<file path="src/rtl/hsc_pkg.sv">
`default_nettype none

package hsc_pkg;

   // Width of the request and response words, and of the r setting
   localparam int WORD_W = 63;
   localparam int CFG_W  = 3;

   // Parity bit count limits
   localparam int MIN_PARITY_BITS     = 2;
   localparam int MAX_PARITY_BITS_DEF = 6;
   localparam logic [CFG_W-1:0] CFG_RESET = 3'd3;

   typedef enum logic {
      ACT_ENCODE = 1'b0,
      ACT_DECODE = 1'b1
   } action_type;

   typedef struct packed {
      action_type        action;
      logic [WORD_W-1:0] word_in;
   } req_type;

   typedef struct packed {
      logic [WORD_W-1:0] word_out;
      logic              corrected;
   } rsp_type;

endpackage

`default_nettype wire

</file>
<file path="src/rtl/hsc_syndrome.sv">
`default_nettype none

// XOR of the positions (numbered from 1) of all set bits.
module hsc_syndrome #(
   parameter int MAX_PARITY_BITS = hsc_pkg::MAX_PARITY_BITS_DEF
) (
   input  wire logic [(1 << MAX_PARITY_BITS)-2:0] code,
   output logic      [MAX_PARITY_BITS-1:0]        syn
);

   localparam int CODE_W = (1 << MAX_PARITY_BITS) - 1;

   always_comb begin
      syn = '0;
      for (int p = 1; p <= CODE_W; p++) begin
         if (code[p-1]) begin
            syn = syn ^ MAX_PARITY_BITS'(p);
         end
      end
   end

endmodule

`default_nettype wire

</file>
<file path="src/rtl/hsc_core.sv">
`default_nettype none

// Encode / decode datapath: scatter, syndrome, correct, gather.
module hsc_core #(
   parameter int MAX_PARITY_BITS = hsc_pkg::MAX_PARITY_BITS_DEF
) (
   input  wire hsc_pkg::action_type                  action,
   input  wire logic [MAX_PARITY_BITS-1:0]           code_len,
   input  wire logic [(1 << MAX_PARITY_BITS)-2:0]    word_in,
   output logic      [(1 << MAX_PARITY_BITS)-2:0]    word_out,
   output logic                                      corrected
);

   localparam int CODE_W = (1 << MAX_PARITY_BITS) - 1;
   localparam int DATA_W = CODE_W - MAX_PARITY_BITS;

   logic [CODE_W-1:0]          code_mask;
   logic [CODE_W-1:0]          scat;
   logic [CODE_W-1:0]          par;
   logic [CODE_W-1:0]          masked;
   logic [CODE_W-1:0]          fixed;
   logic [CODE_W-1:0]          syn_src;
   logic [DATA_W-1:0]          gath;
   logic [MAX_PARITY_BITS-1:0] syn;

   always_comb begin
      for (int j = 0; j < CODE_W; j++) begin
         code_mask[j] = (MAX_PARITY_BITS'(j) < code_len);
      end
   end

   assign masked = word_in & code_mask;

   // data bit k sits at the k-th position that is not a power of two
   for (genvar p = 1; p <= CODE_W; p++) begin : g_pos
      if ((p & (p - 1)) != 0) begin : g_data
         localparam int K = p - $clog2(p + 1) - 1;
         assign scat[p-1] = word_in[K] & code_mask[p-1];
         assign gath[K]   = fixed[p-1];
      end else begin : g_par
         assign scat[p-1] = 1'b0;
      end
   end

   assign syn_src = (action == hsc_pkg::ACT_ENCODE) ? scat : masked;

   hsc_syndrome #(
      .MAX_PARITY_BITS(MAX_PARITY_BITS)
   ) u_syndrome (
      .code(syn_src),
      .syn (syn)
   );

   always_comb begin
      par = '0;
      for (int i = 0; i < MAX_PARITY_BITS; i++) begin
         par[(1 << i) - 1] = syn[i];
      end
   end

   // syndrome of a masked word never points past the code length
   always_comb begin
      for (int j = 0; j < CODE_W; j++) begin
         fixed[j] = masked[j] ^ (syn == MAX_PARITY_BITS'(j + 1));
      end
   end

   always_comb begin
      if (action == hsc_pkg::ACT_ENCODE) begin
         word_out  = scat | par;
         corrected = 1'b0;
      end else begin
         word_out  = CODE_W'(gath);
         corrected = (syn != '0);
      end
   end

endmodule

`default_nettype wire

</file>
<file path="src/rtl/hamming_sec_codec.sv">
`default_nettype none

// Hamming single-error-correcting codec.
//
// Request channel: a word (action, word_in) is taken at each rising edge with
// start high; busy is tied low, so a word can be issued every cycle.
// action = encode: the low n-r data bits of word_in are spread into the
// non-power-of-two positions of an n = 2^r-1 bit code word and the parity
// bits are filled in. action = decode: the syndrome is formed, a nonzero
// syndrome flips the addressed bit and raises corrected, and the data bits
// are packed back down to the LSBs.
// Response channel: each result is shown for one cycle with rsp_strobe high.
// The receiver cannot stall; results come out in request order.
// Path: input register, XOR trees, result register. Throughput: 1 word per
// cycle, set by the single pass through the syndrome tree.
// Configuration: csr_we writes r (parity bit count) from csr_wdata; values
// below 2 act as 2, above MAX_PARITY_BITS as MAX_PARITY_BITS. Write only while
// no word is in flight.
// Reset (synchronous): clears the pipeline valids and sets r to 3.
module hamming_sec_codec #(
   parameter int MAX_PARITY_BITS = hsc_pkg::MAX_PARITY_BITS_DEF
) (
   input  wire logic                        clock,
   input  wire logic                        reset,
   input  wire logic                        start,
   output logic                             busy,
   input  wire hsc_pkg::req_type            req_word,
   output logic                             rsp_strobe,
   output hsc_pkg::rsp_type                 rsp_word,
   input  wire logic                        csr_we,
   input  wire logic [hsc_pkg::CFG_W-1:0]   csr_wdata
);

   localparam int CODE_W = (1 << MAX_PARITY_BITS) - 1;
   localparam int N_W    = MAX_PARITY_BITS;

   logic [hsc_pkg::CFG_W-1:0] csr_ff;
   logic [hsc_pkg::CFG_W-1:0] r_eff;
   logic [N_W-1:0]            code_len;
   logic [N_W-1:0]            data_len;

   hsc_pkg::req_type req_ff;
   logic             req_vld_ff;
   hsc_pkg::rsp_type rsp_ff, rsp_in;
   logic             rsp_vld_ff;

   logic [CODE_W-1:0] core_word;
   logic              core_corr;

   // no back-pressure anywhere in the pipe
   assign busy = 1'b0;

   always_ff @(posedge clock) begin
      if (reset) begin
         csr_ff <= hsc_pkg::CFG_RESET;
      end else if (csr_we) begin
         csr_ff <= csr_wdata;
      end
   end

   // clamp r into the supported range
   always_comb begin
      if (csr_ff < hsc_pkg::CFG_W'(hsc_pkg::MIN_PARITY_BITS)) begin
         r_eff = hsc_pkg::CFG_W'(hsc_pkg::MIN_PARITY_BITS);
      end else if (csr_ff > hsc_pkg::CFG_W'(MAX_PARITY_BITS)) begin
         r_eff = hsc_pkg::CFG_W'(MAX_PARITY_BITS);
      end else begin
         r_eff = csr_ff;
      end
   end

   assign code_len = N_W'((1 << r_eff) - 1);
   assign data_len = code_len - N_W'(r_eff);

   // input register
   always_ff @(posedge clock) begin
      if (reset) begin
         req_vld_ff <= 1'b0;
      end else begin
         req_vld_ff <= start & ~busy;
      end
   end

   always_ff @(posedge clock) begin
      if (start & ~busy) begin
         req_ff <= req_word;
      end
   end

   hsc_core #(
      .MAX_PARITY_BITS(MAX_PARITY_BITS)
   ) u_core (
      .action   (req_ff.action),
      .code_len (code_len),
      .word_in  (req_ff.word_in[CODE_W-1:0]),
      .word_out (core_word),
      .corrected(core_corr)
   );

   always_comb begin
      rsp_in.word_out  = hsc_pkg::WORD_W'(core_word);
      rsp_in.corrected = core_corr;
   end

   // result register
   always_ff @(posedge clock) begin
      if (reset) begin
         rsp_vld_ff <= 1'b0;
      end else begin
         rsp_vld_ff <= req_vld_ff;
      end
   end

   always_ff @(posedge clock) begin
      if (req_vld_ff) begin
         rsp_ff <= rsp_in;
      end
   end

   assign rsp_strobe = rsp_vld_ff;
   assign rsp_word   = rsp_ff;

   // checks
   logic [hsc_pkg::WORD_W-1:0] code_mask_chk;
   logic [hsc_pkg::WORD_W-1:0] data_mask_chk;

   always_comb begin
      for (int j = 0; j < hsc_pkg::WORD_W; j++) begin
         code_mask_chk[j] = (j < int'(code_len));
         data_mask_chk[j] = (j < int'(data_len));
      end
   end

   a_latency: assert property (@(posedge clock) disable iff (reset)
      (start && !busy) |=> ##1 rsp_strobe)
      else $error("accepted word did not produce a result two cycles later");

   a_enc_no_corr: assert property (@(posedge clock) disable iff (reset)
      $past(req_vld_ff && req_ff.action == hsc_pkg::ACT_ENCODE) |-> !rsp_word.corrected)
      else $error("encode result flagged a correction");

   a_enc_len: assert property (@(posedge clock) disable iff (reset)
      $past(req_vld_ff && req_ff.action == hsc_pkg::ACT_ENCODE)
         |-> ((rsp_word.word_out & ~$past(code_mask_chk)) == '0))
      else $error("encode result has bits beyond the code length");

   a_dec_len: assert property (@(posedge clock) disable iff (reset)
      $past(req_vld_ff && req_ff.action == hsc_pkg::ACT_DECODE)
         |-> ((rsp_word.word_out & ~$past(data_mask_chk)) == '0))
      else $error("decode result has bits beyond the data length");

endmodule

`default_nettype wire

</file>
<file path="config.mk">
export PLATFORM = sky130hd
export DESIGN_NAME = hamming_sec_codec
export DESIGN_NICKNAME = d
export VERILOG_FILES = /design/src/rtl/hsc_pkg.sv /design/src/rtl/hsc_syndrome.sv /design/src/rtl/hsc_core.sv /design/src/rtl/hamming_sec_codec.sv
export SDC_FILE = /design/constraint.sdc
export NUM_CORES = 1
export LEC_CHECK = 0
export BUFFER_PORTS_ARGS = -buffer_cell sky130_fd_sc_hd__buf_4
export CAP_MARGIN = 40
export CORE_ASPECT_RATIO = 1.2
export CORE_UTILIZATION = 45
export DETAILED_ROUTE_END_ITERATION = 7
export GPL_TIMING_DRIVEN = 0
export PLACE_DENSITY = 0.77
export SLEW_MARGIN = 40
export SYNTH_ARGS = -nofsm -noshare
export SYNTH_HDL_FRONTEND = slang
export SYNTH_SLANG_ARGS = --single-unit
</file>
<file path="constraint.sdc">
create_clock -name clock -period 3.5 [get_ports clock]
set_input_delay 0.875 -clock clock [delete_from_list [all_inputs] [get_ports clock]]
set_output_delay 0.875 -clock clock [all_outputs]
set_load 0.03 [all_outputs]
</file>
# Word level (Yosys, flattened, before mapping)
# Cells that the tools add are included.
dict set report totals {
  regBits 133
  out_inout_bits 66
  wordCells 378
}
dict set report op_classes {
  add_sub_neg 1
  magnitude_cmp 65
  eq_ne 57
  shifts 1
  n_mux 67
  bitwise_logic 178
  reduce_logical 1
}
# cell n
set op_table {}
lappend op_table {{6-bit 2-to-1 mux} 32}
lappend op_table {{6-bit equality test, second input constant} 31}
lappend op_table {{6-bit < comparator, first input constant} 31}
lappend op_table {{5-bit by 6-bit < comparator with 1-bit output, first input constant} 16}
lappend op_table {{6-bit by 5-bit equality test with 1-bit output, second input constant} 15}
lappend op_table {{5-bit 2-to-1 mux} 16}
lappend op_table {{63-bit bitwise AND} 1}
lappend op_table {{63-bit 2-to-1 mux} 1}
lappend op_table {{63-bit by 32-bit bitwise OR with 63-bit output} 1}
lappend op_table {{3-bit inverter} 20}
lappend op_table {{4-bit inverter} 15}
lappend op_table {{1-bit bitwise AND} 57}
lappend op_table {{57-bit 2-to-1 mux} 1}
lappend op_table {{1-bit bitwise XOR} 57}
lappend op_table {{4-bit by 6-bit < comparator with 1-bit output, first input constant} 8}
lappend op_table {{6-bit by 4-bit equality test with 1-bit output, second input constant} 7}
lappend op_table {{4-bit 2-to-1 mux} 8}
lappend op_table {{2-bit inverter} 15}
lappend op_table {{5-bit inverter} 6}
lappend op_table {{3-bit by 6-bit < comparator with 1-bit output, first input constant} 4}
lappend op_table {{6-bit by 3-bit equality test with 1-bit output, second input constant} 3}
lappend op_table {{3-bit 2-to-1 mux} 6}
lappend op_table {{1-bit by 6-bit < comparator with 1-bit output, first input constant} 2}
lappend op_table {{2-bit by 6-bit < comparator with 1-bit output, first input constant} 2}
lappend op_table {{other kinds (10)} 15}

# Longest topological paths before layout
dict set report logic_depth {
  depth_word 131
  ltp_mapped 17
}

# By module
# Synthesis repeated with hierarchy kept, for this count alone.
dict set report hier_totals {
  hier_cells 846
  area_unflattened_um2 8694.6
}
# mod instances cells_per_inst area_per_inst_um2 seq_area_each_um2
set modules_own_cells {}
lappend modules_own_cells {hamming_sec_codec 1 153 4073.9 3943.8}
lappend modules_own_cells {hsc_core 1 600 3445.8 0.0}
lappend modules_own_cells {hsc_syndrome 1 93 1174.9 0.0}

# Least setup slack after synthesis
# Ideal clock, no wire load.
dict set report synth_path {
  path_type {reg2reg}
  from {register req_ff[63] (netlist name)}
  to {register rsp_ff, in the netlist rsp_word[24], data pin}
  setup_ns 0.256
  arrival_ns 3.355
  required_ns 3.244
  slack_ns -0.111
  path_stages_with_launch 16
  cell_sequence {edfxtp_1 -> buf_6 -> buf_12 -> buf_12 -> mux2i_1 -> or4_1 -> a21o_1 -> nand2_1 -> xnor3_2 -> xnor2_1 -> xnor3_2 -> nor2_4 -> buf_6 -> nand3_1 -> xor2_1 -> a22o_1}
}
dict set report synth_between {
  elab_chain_cells 98
  word_cells_on_any_way 124
  classes_between {1 x eq/ne; 65 x mux; 58 x bitwise}
}
# item line_no
set synth_rtl {}
lappend synth_rtl {{start, declared} hamming_sec_codec.sv:42} ;# hsc_pkg::req_type req_ff;
lappend synth_rtl {{start signal, assigned} hamming_sec_codec.sv:86} ;# req_ff <= req_word;
lappend synth_rtl {{63-bit 2-to-1 mux} hsc_core.sv:45} ;# assign syn_src = (action == hsc_pkg::ACT_ENCODE) ? scat : masked;
lappend synth_rtl {{1-bit 2-to-1 mux} hsc_syndrome.sv:16} ;# if (code[p-1]) begin
lappend synth_rtl {{2-bit 2-to-1 mux} hsc_syndrome.sv:16}
lappend synth_rtl {{2-bit inverter (no source line)} n/a}
lappend synth_rtl {{2-bit 2-to-1 mux} hsc_syndrome.sv:16}
lappend synth_rtl {{3-bit 2-to-1 mux} hsc_syndrome.sv:16}
lappend synth_rtl {{2-bit inverter (no source line)} n/a}
lappend synth_rtl {{3-bit 2-to-1 mux (2 in a row)} hsc_syndrome.sv:16}
lappend synth_rtl {{[... 81 more ...]} n/a}
lappend synth_rtl {{5-bit inverter (no source line)} n/a}
lappend synth_rtl {{6-bit 2-to-1 mux (2 in a row)} hsc_syndrome.sv:16}
lappend synth_rtl {{6-bit inverter (no source line)} n/a}
lappend synth_rtl {{6-bit 2-to-1 mux} hsc_syndrome.sv:16}
lappend synth_rtl {{6-bit by 5-bit equality test with 1-bit output} hsc_core.sv:64} ;# fixed[j] = masked[j] ^ (syn == MAX_PARITY_BITS'(j + 1));
lappend synth_rtl {{1-bit bitwise XOR} hsc_core.sv:64}
lappend synth_rtl {{57-bit 2-to-1 mux (*)} hsc_core.sv:69} ;# if (action == hsc_pkg::ACT_ENCODE) begin
lappend synth_rtl {{named net core_word[23]} hamming_sec_codec.sv:47} ;# logic [CODE_W-1:0] core_word;
lappend synth_rtl {{end signal, assigned} hamming_sec_codec.sv:116} ;# rsp_ff <= rsp_in;
lappend synth_rtl {{end, declared} hamming_sec_codec.sv:44} ;# hsc_pkg::rsp_type rsp_ff, rsp_in;
# The timed path passes the listed nets; every way through them passes the cells marked *.
# A chain may end at the register's enable or synchronous reset.

# Final worst setup path
dict set report layout_path {
  from {register req_ff[63] (netlist name)}
  to {register rsp_ff, in the netlist rsp_word[36], data pin}
}
dict set report layout_between {
  elab_chain_cells 98
  word_cells_on_any_way 124
  classes_between {1 x eq/ne; 65 x mux; 58 x bitwise}
}
# item line_no
set layout_rtl {}
lappend layout_rtl {{63-bit 2-to-1 mux} hsc_core.sv:45}
lappend layout_rtl {{1-bit 2-to-1 mux} hsc_syndrome.sv:16}
lappend layout_rtl {{2-bit 2-to-1 mux} hsc_syndrome.sv:16}
lappend layout_rtl {{2-bit inverter (no source line)} n/a}
lappend layout_rtl {{2-bit 2-to-1 mux} hsc_syndrome.sv:16}
lappend layout_rtl {{3-bit 2-to-1 mux} hsc_syndrome.sv:16}
lappend layout_rtl {{2-bit inverter (no source line)} n/a}
lappend layout_rtl {{3-bit 2-to-1 mux (2 in a row)} hsc_syndrome.sv:16}
lappend layout_rtl {{[... 81 more ...]} n/a}
lappend layout_rtl {{5-bit inverter (no source line)} n/a}
lappend layout_rtl {{6-bit 2-to-1 mux (2 in a row)} hsc_syndrome.sv:16}
lappend layout_rtl {{6-bit inverter (no source line)} n/a}
lappend layout_rtl {{6-bit 2-to-1 mux} hsc_syndrome.sv:16}
lappend layout_rtl {{6-bit equality test} hsc_core.sv:64}
lappend layout_rtl {{1-bit bitwise XOR} hsc_core.sv:64}
lappend layout_rtl {{57-bit 2-to-1 mux (*)} hsc_core.sv:69}
lappend layout_rtl {{named net core_word[35]} hamming_sec_codec.sv:47}
# Marked as above.

==> summary.txt <==
Outcome
  – Status: finished with violations
  – Failing checks: negative setup slack

Hold path
  – Endpoint of the worst hold path: req_ff[9]
  – Hold path start: req_word[9]
  – Worst hold path depth: 1
  – Worst hold path class: in -> reg

Cells and area
  – Area of the multi-input gates: 5607 um^2
  – Net count, final: about 1,100
  – Storage element area: slightly below 4000 um^2
  – Area Growth Syn to Fin: 48.62%
  – Share of layout cells above drive strength 1: 0.4600
  – Fin cells: about 1,300
  – Fillers: roughly 1,400
  – N_diodes: 0

Critical path
  – Critical-path cell list: buf_6 > buf_6 > mux2i_2 > a211oi_2 > xnor3_1 > xnor3_2 > buf_6 > xnor3_2 > xnor3_2 > nand2b_4 > mux2i_4 > buf_12 > o211ai_1 > mux2_2 > o22ai_2
  – Critical path class: reg -> reg
  – Crit-path slowest cell: xnor3_1
  – Crit end category: register
  – Maximum fanout along the worst path: 6
  – Worst r2r path cells: 15
  – Reg2reg setup slack: -0.47 ns
  – Critical path's top delay family: XOR/XNOR gates
  – Crit path launch type: register
  – WP data required: 3.76 ns
  – CP Buf/Inv Count: 4
  – R2R Path End: rsp_word[36]
  – R2r startpoint: req_ff[63]
  – Arr. time, crit path: ~4.2 ns
  – Max incr delay on CP: 0.44 ns

Power and ir drop
  – Flop pwr share: 0.215
  – Sw power: between 3 and 4 mW
  – Pleak: slightly above 5 nW
  – Int Power: 5.893 mW
  – Share of total power in combinational logic: 0.572
  – Peak supply drop: ~0.55 mV
  – Clock share of power: 0.212
  – Switch share: 0.3797
  – Total chip power: ~9.5 mW
  – Pwr dens: slightly above 700 nW/um^2

STA
  – Worst-Margin Slew: between 0.8 and 0.9 ns
  – Final period util: 1.133
  – Final Hold Vio Count: 0
  – Final setup margin: -0.4663 ns
  – Max Slew Vio Count: 0
  – Setup violators final: between 50 and 60
  – Fin crit period: about 4.0 ns
  – RSZ-0062 raised after global routing: true
  – Rel. slew slack: 0.4465
  – FMAX: roughly 250 MHz
  – Worst-case clock skew: roughly 0.0072 ns

Floorplanning
  – Starting density of the core: 0.4573
  – Die width: between 100 and 150 um
  – Row Count: 56
  – Die footprint: ~20,000 um^2
  – Core box area: approximately 19,000 um^2
  – # IOs: around 140
  – Die Y: about 160 um

Route
  – Drt total wl: about 33,000 um
  – Vias/cell: between 6 and 7
  – Number of remaining DRC errors: 0
  – DR vias: roughly 8,200
  – Routed Antenna Nets: 0
  – Mean routed wirelength per cell: ~25 um
  – Starting DRT DRC Count: approximately 1,100
  – First-pass DRT Iterations: 6

Synthesis
  – Unique masters post-synth: 76
  – Yosys warnings: 0
  – Mapped cell area: 8909 um^2
  – Post-Synthesis Cells: 801
  – Async SR Flop Fraction: 0
  – Dominant synthesized flop cell: edfxtp_1
  – Yosys reg bits: approximately 130
  – Post-synth EDFFs: ~130
  – Mapped Avg Cell Area: 11.12 um^2
  – Sequential fraction of the synthesis area: 0.4427

Clock tree
  – CTS tree: built
  – Root buffer cell: clkbuf_16
  – Skew-Pair Late Insertion Delay: ~0.44 ns
  – Reg clk slew, reported paths: 0.06 ns
  – Inserted Clock Buffers: 17
  – Post-CTS Hold Fix Bufs: 0
  – Clk sinks: ~130
  – H-tree levels: 4
  – Clock buffer depth: 2

Global routing
  – Antenna violations before repair: 0
  – First-pass GRT wire length: roughly 45,000 um
  – Largest net degree at the start of global routing: 66
  – Total global routing overflow: 0
  – Vias in the first global route: roughly 7,400
  – Global router's overall resource usage: 0.3105

Placed design
  – Placed wire-length estimate: between 20,000 and 25,000 um
  – Routability Congestion: roughly 0.96
  – Inst Count DP: 1,201
  – PortBufs: 135

Job
  – Max-Cap Viols: 0
## area by class of cell
| type | instances | area share |
|---|---|---|
| Buffer | 56 | 0.03771 |
| Clock buffer | 17 | 0.03213 |
| Clock inverter | 15 | 0.01777 |
| Inverter | 5 | 0.001796 |
| Multi-Input combinational cell | 605 | 0.4235 |
| Sequential cell | 133 | 0.2981 |
| Tap cell | 261 | 0.02466 |
| Timing Repair Buffer | 245 | 0.1643 |
## registers in the layout, indices dropped and copies added, names as in the netlist
signal / cells
req_ff: 64
csr_ff: 3
req_vld_ff: 1
rsp_word: 64
rsp_strobe: 1
## synth_stat cells (all sizes together), types with 7 or more instances
| cell | n | area, um^2 |
|---|---|---|
| xor2 | 39 | 356.6 |
| a21o | 7 | 52.55 |
| o22ai | 12 | 75.07 |
| nor2b | 13 | 81.33 |
| mux2i | 39 | 440.4 |
| buf | 34 | 252.7 |
| a31oi | 9 | 56.30 |
| nand2 | 74 | 277.8 |
| nand3 | 51 | 255.2 |
| xnor2 | 96 | 863.3 |
| nand4 | 9 | 56.30 |
| edfxtp | 128 | 3844 |
| nand2b | 8 | 57.55 |
| o211ai | 26 | 200.2 |
| a22o | 8 | 70.07 |
| a21oi | 23 | 118.9 |
| and2 | 16 | 102.6 |
| nor2 | 28 | 122.6 |
| a211oi | 9 | 82.58 |
| mux2 | 21 | 236.5 |
| o21ai | 26 | 130.1 |
| nor3 | 11 | 71.32 |
| and3 | 7 | 43.79 |
| clkbuf | 27 | 101.4 |
| xnor3 | 18 | 410.4 |
| or3 | 7 | 43.79 |
## layer usage
| metal | vias up | part of all wire | global-route usage |
|---|---|---|---|
| li1 | 3459 | - | - |
| met1 | 3823 | 0.37 | 0.4063 |
| met2 | 671 | 0.44 | 0.4737 |
| met3 | 220 | 0.12 | 0.07990 |
| met4 | 0 | 0.074 | 0.1565 |
| met5 | - | 0 | 0 |
## power groups by stage
stage,Combinational [mW],Clock [mW],Sequential (mW)
finish,5.44,2.02,2.05
CTS,4.19,2.02,2.02
global route,5.53,2.10,2.05
floorplan,1.90,0,2.09
global placement,2.67,0,2.06
detailed placement,2.69,0,2.05
## cell families (layout without fill, tap and decap cells)
kind of cell	after synthesis	count (layout)	synth area share
xor+xnor	153	153	0.1830
mux	60	60	0.07598
other cells	2	5	0.0008430
buf+inv	66	338	0.04185
flops	133	133	0.4427
compound gates	149	149	0.1159
fa+ha+maj	2	2	0.002809
simple gates	236	236	0.1369
## cells in the final DEF, fill, tap and decap left out, types with 7 or more instances in the layout
master / synthesis / layout
xnor3_1: 14 / 10
nor2b_1: 13 / 8
xnor3_2: 4 / 8
a21oi_1: 22 / 14
and2_1: 15 / 9
nand3_1: 51 / 18
xor2_1: 37 / 34
nand4_1: 9 / 9
buf_12: 2 / 18
a22o_1: 8 / 8
mux2i_4: 4 / 7
xnor2_2: 3 / 25
mux2i_1: 35 / 28
nand3_2: 0 / 18
nand3_4: 0 / 15
clkbuf_1: 27 / 17
o21ai_1: 11 / 18
nor3_1: 9 / 8
mux2_4: 0 / 9
edfxtp_1: 128 / 128
a21oi_2: 1 / 9
o211ai_1: 25 / 25
buf_6: 6 / 42
clkbuf_16: 0 / 21
buf_4: 7 / 205
nor2_1: 25 / 22
xnor2_1: 93 / 69
mux2_2: 7 / 7
nand2_1: 74 / 72
## worst max path at each step
stage,startpoint,endpoint,slack [ns],cells after the start
3_3_place_gp,req_ff[63],rsp_word[24],-0.81,16
3_5_place_dp,req_ff[63],rsp_word[24],-0.81,16
2_1_floorplan,req_ff[63],rsp_word[24],-0.01,15
5_1_grt,req_ff[63],rsp_word[44],-0.53,16
4_1_cts,req_ff[63],rsp_word[39],-0.30,15
6_report,req_ff[63],rsp_word[36],-0.47,15
## repair_timing
item                       CTS  global route
setup buffers               64            38
pin swaps                   62            63
setup endpoints to repair   58            58
gates cloned                 8             5
gates resized for setup    176           109
## metrics by stage
| stage | area [um^2] | setup WS, ns | setup TNS (ns) | utilization | hold slack [ns] |
|---|---|---|---|---|---|
| 2_1_floorplan | 8975 | -0.01292 | -0.01292 | - | 0.5414 |
| 3_3_place_gp | 10310 | -0.8090 | -35.76 | 0.5295 | 0.6812 |
| 3_5_place_dp | 10340 | -0.8077 | -35.38 | 0.5308 | 0.6162 |
| 4_1_cts | 12370 | -0.3048 | -12.15 | 0.6352 | 0.6110 |
| 5_1_grt | 13240 | -0.5275 | -24.32 | 0.6797 | 0.5984 |
| 6_report | 13240 | -0.4663 | -21.93 | 0.6797 | 0.6098 |
No activity file was read; power rests on OpenSTA's default activity.
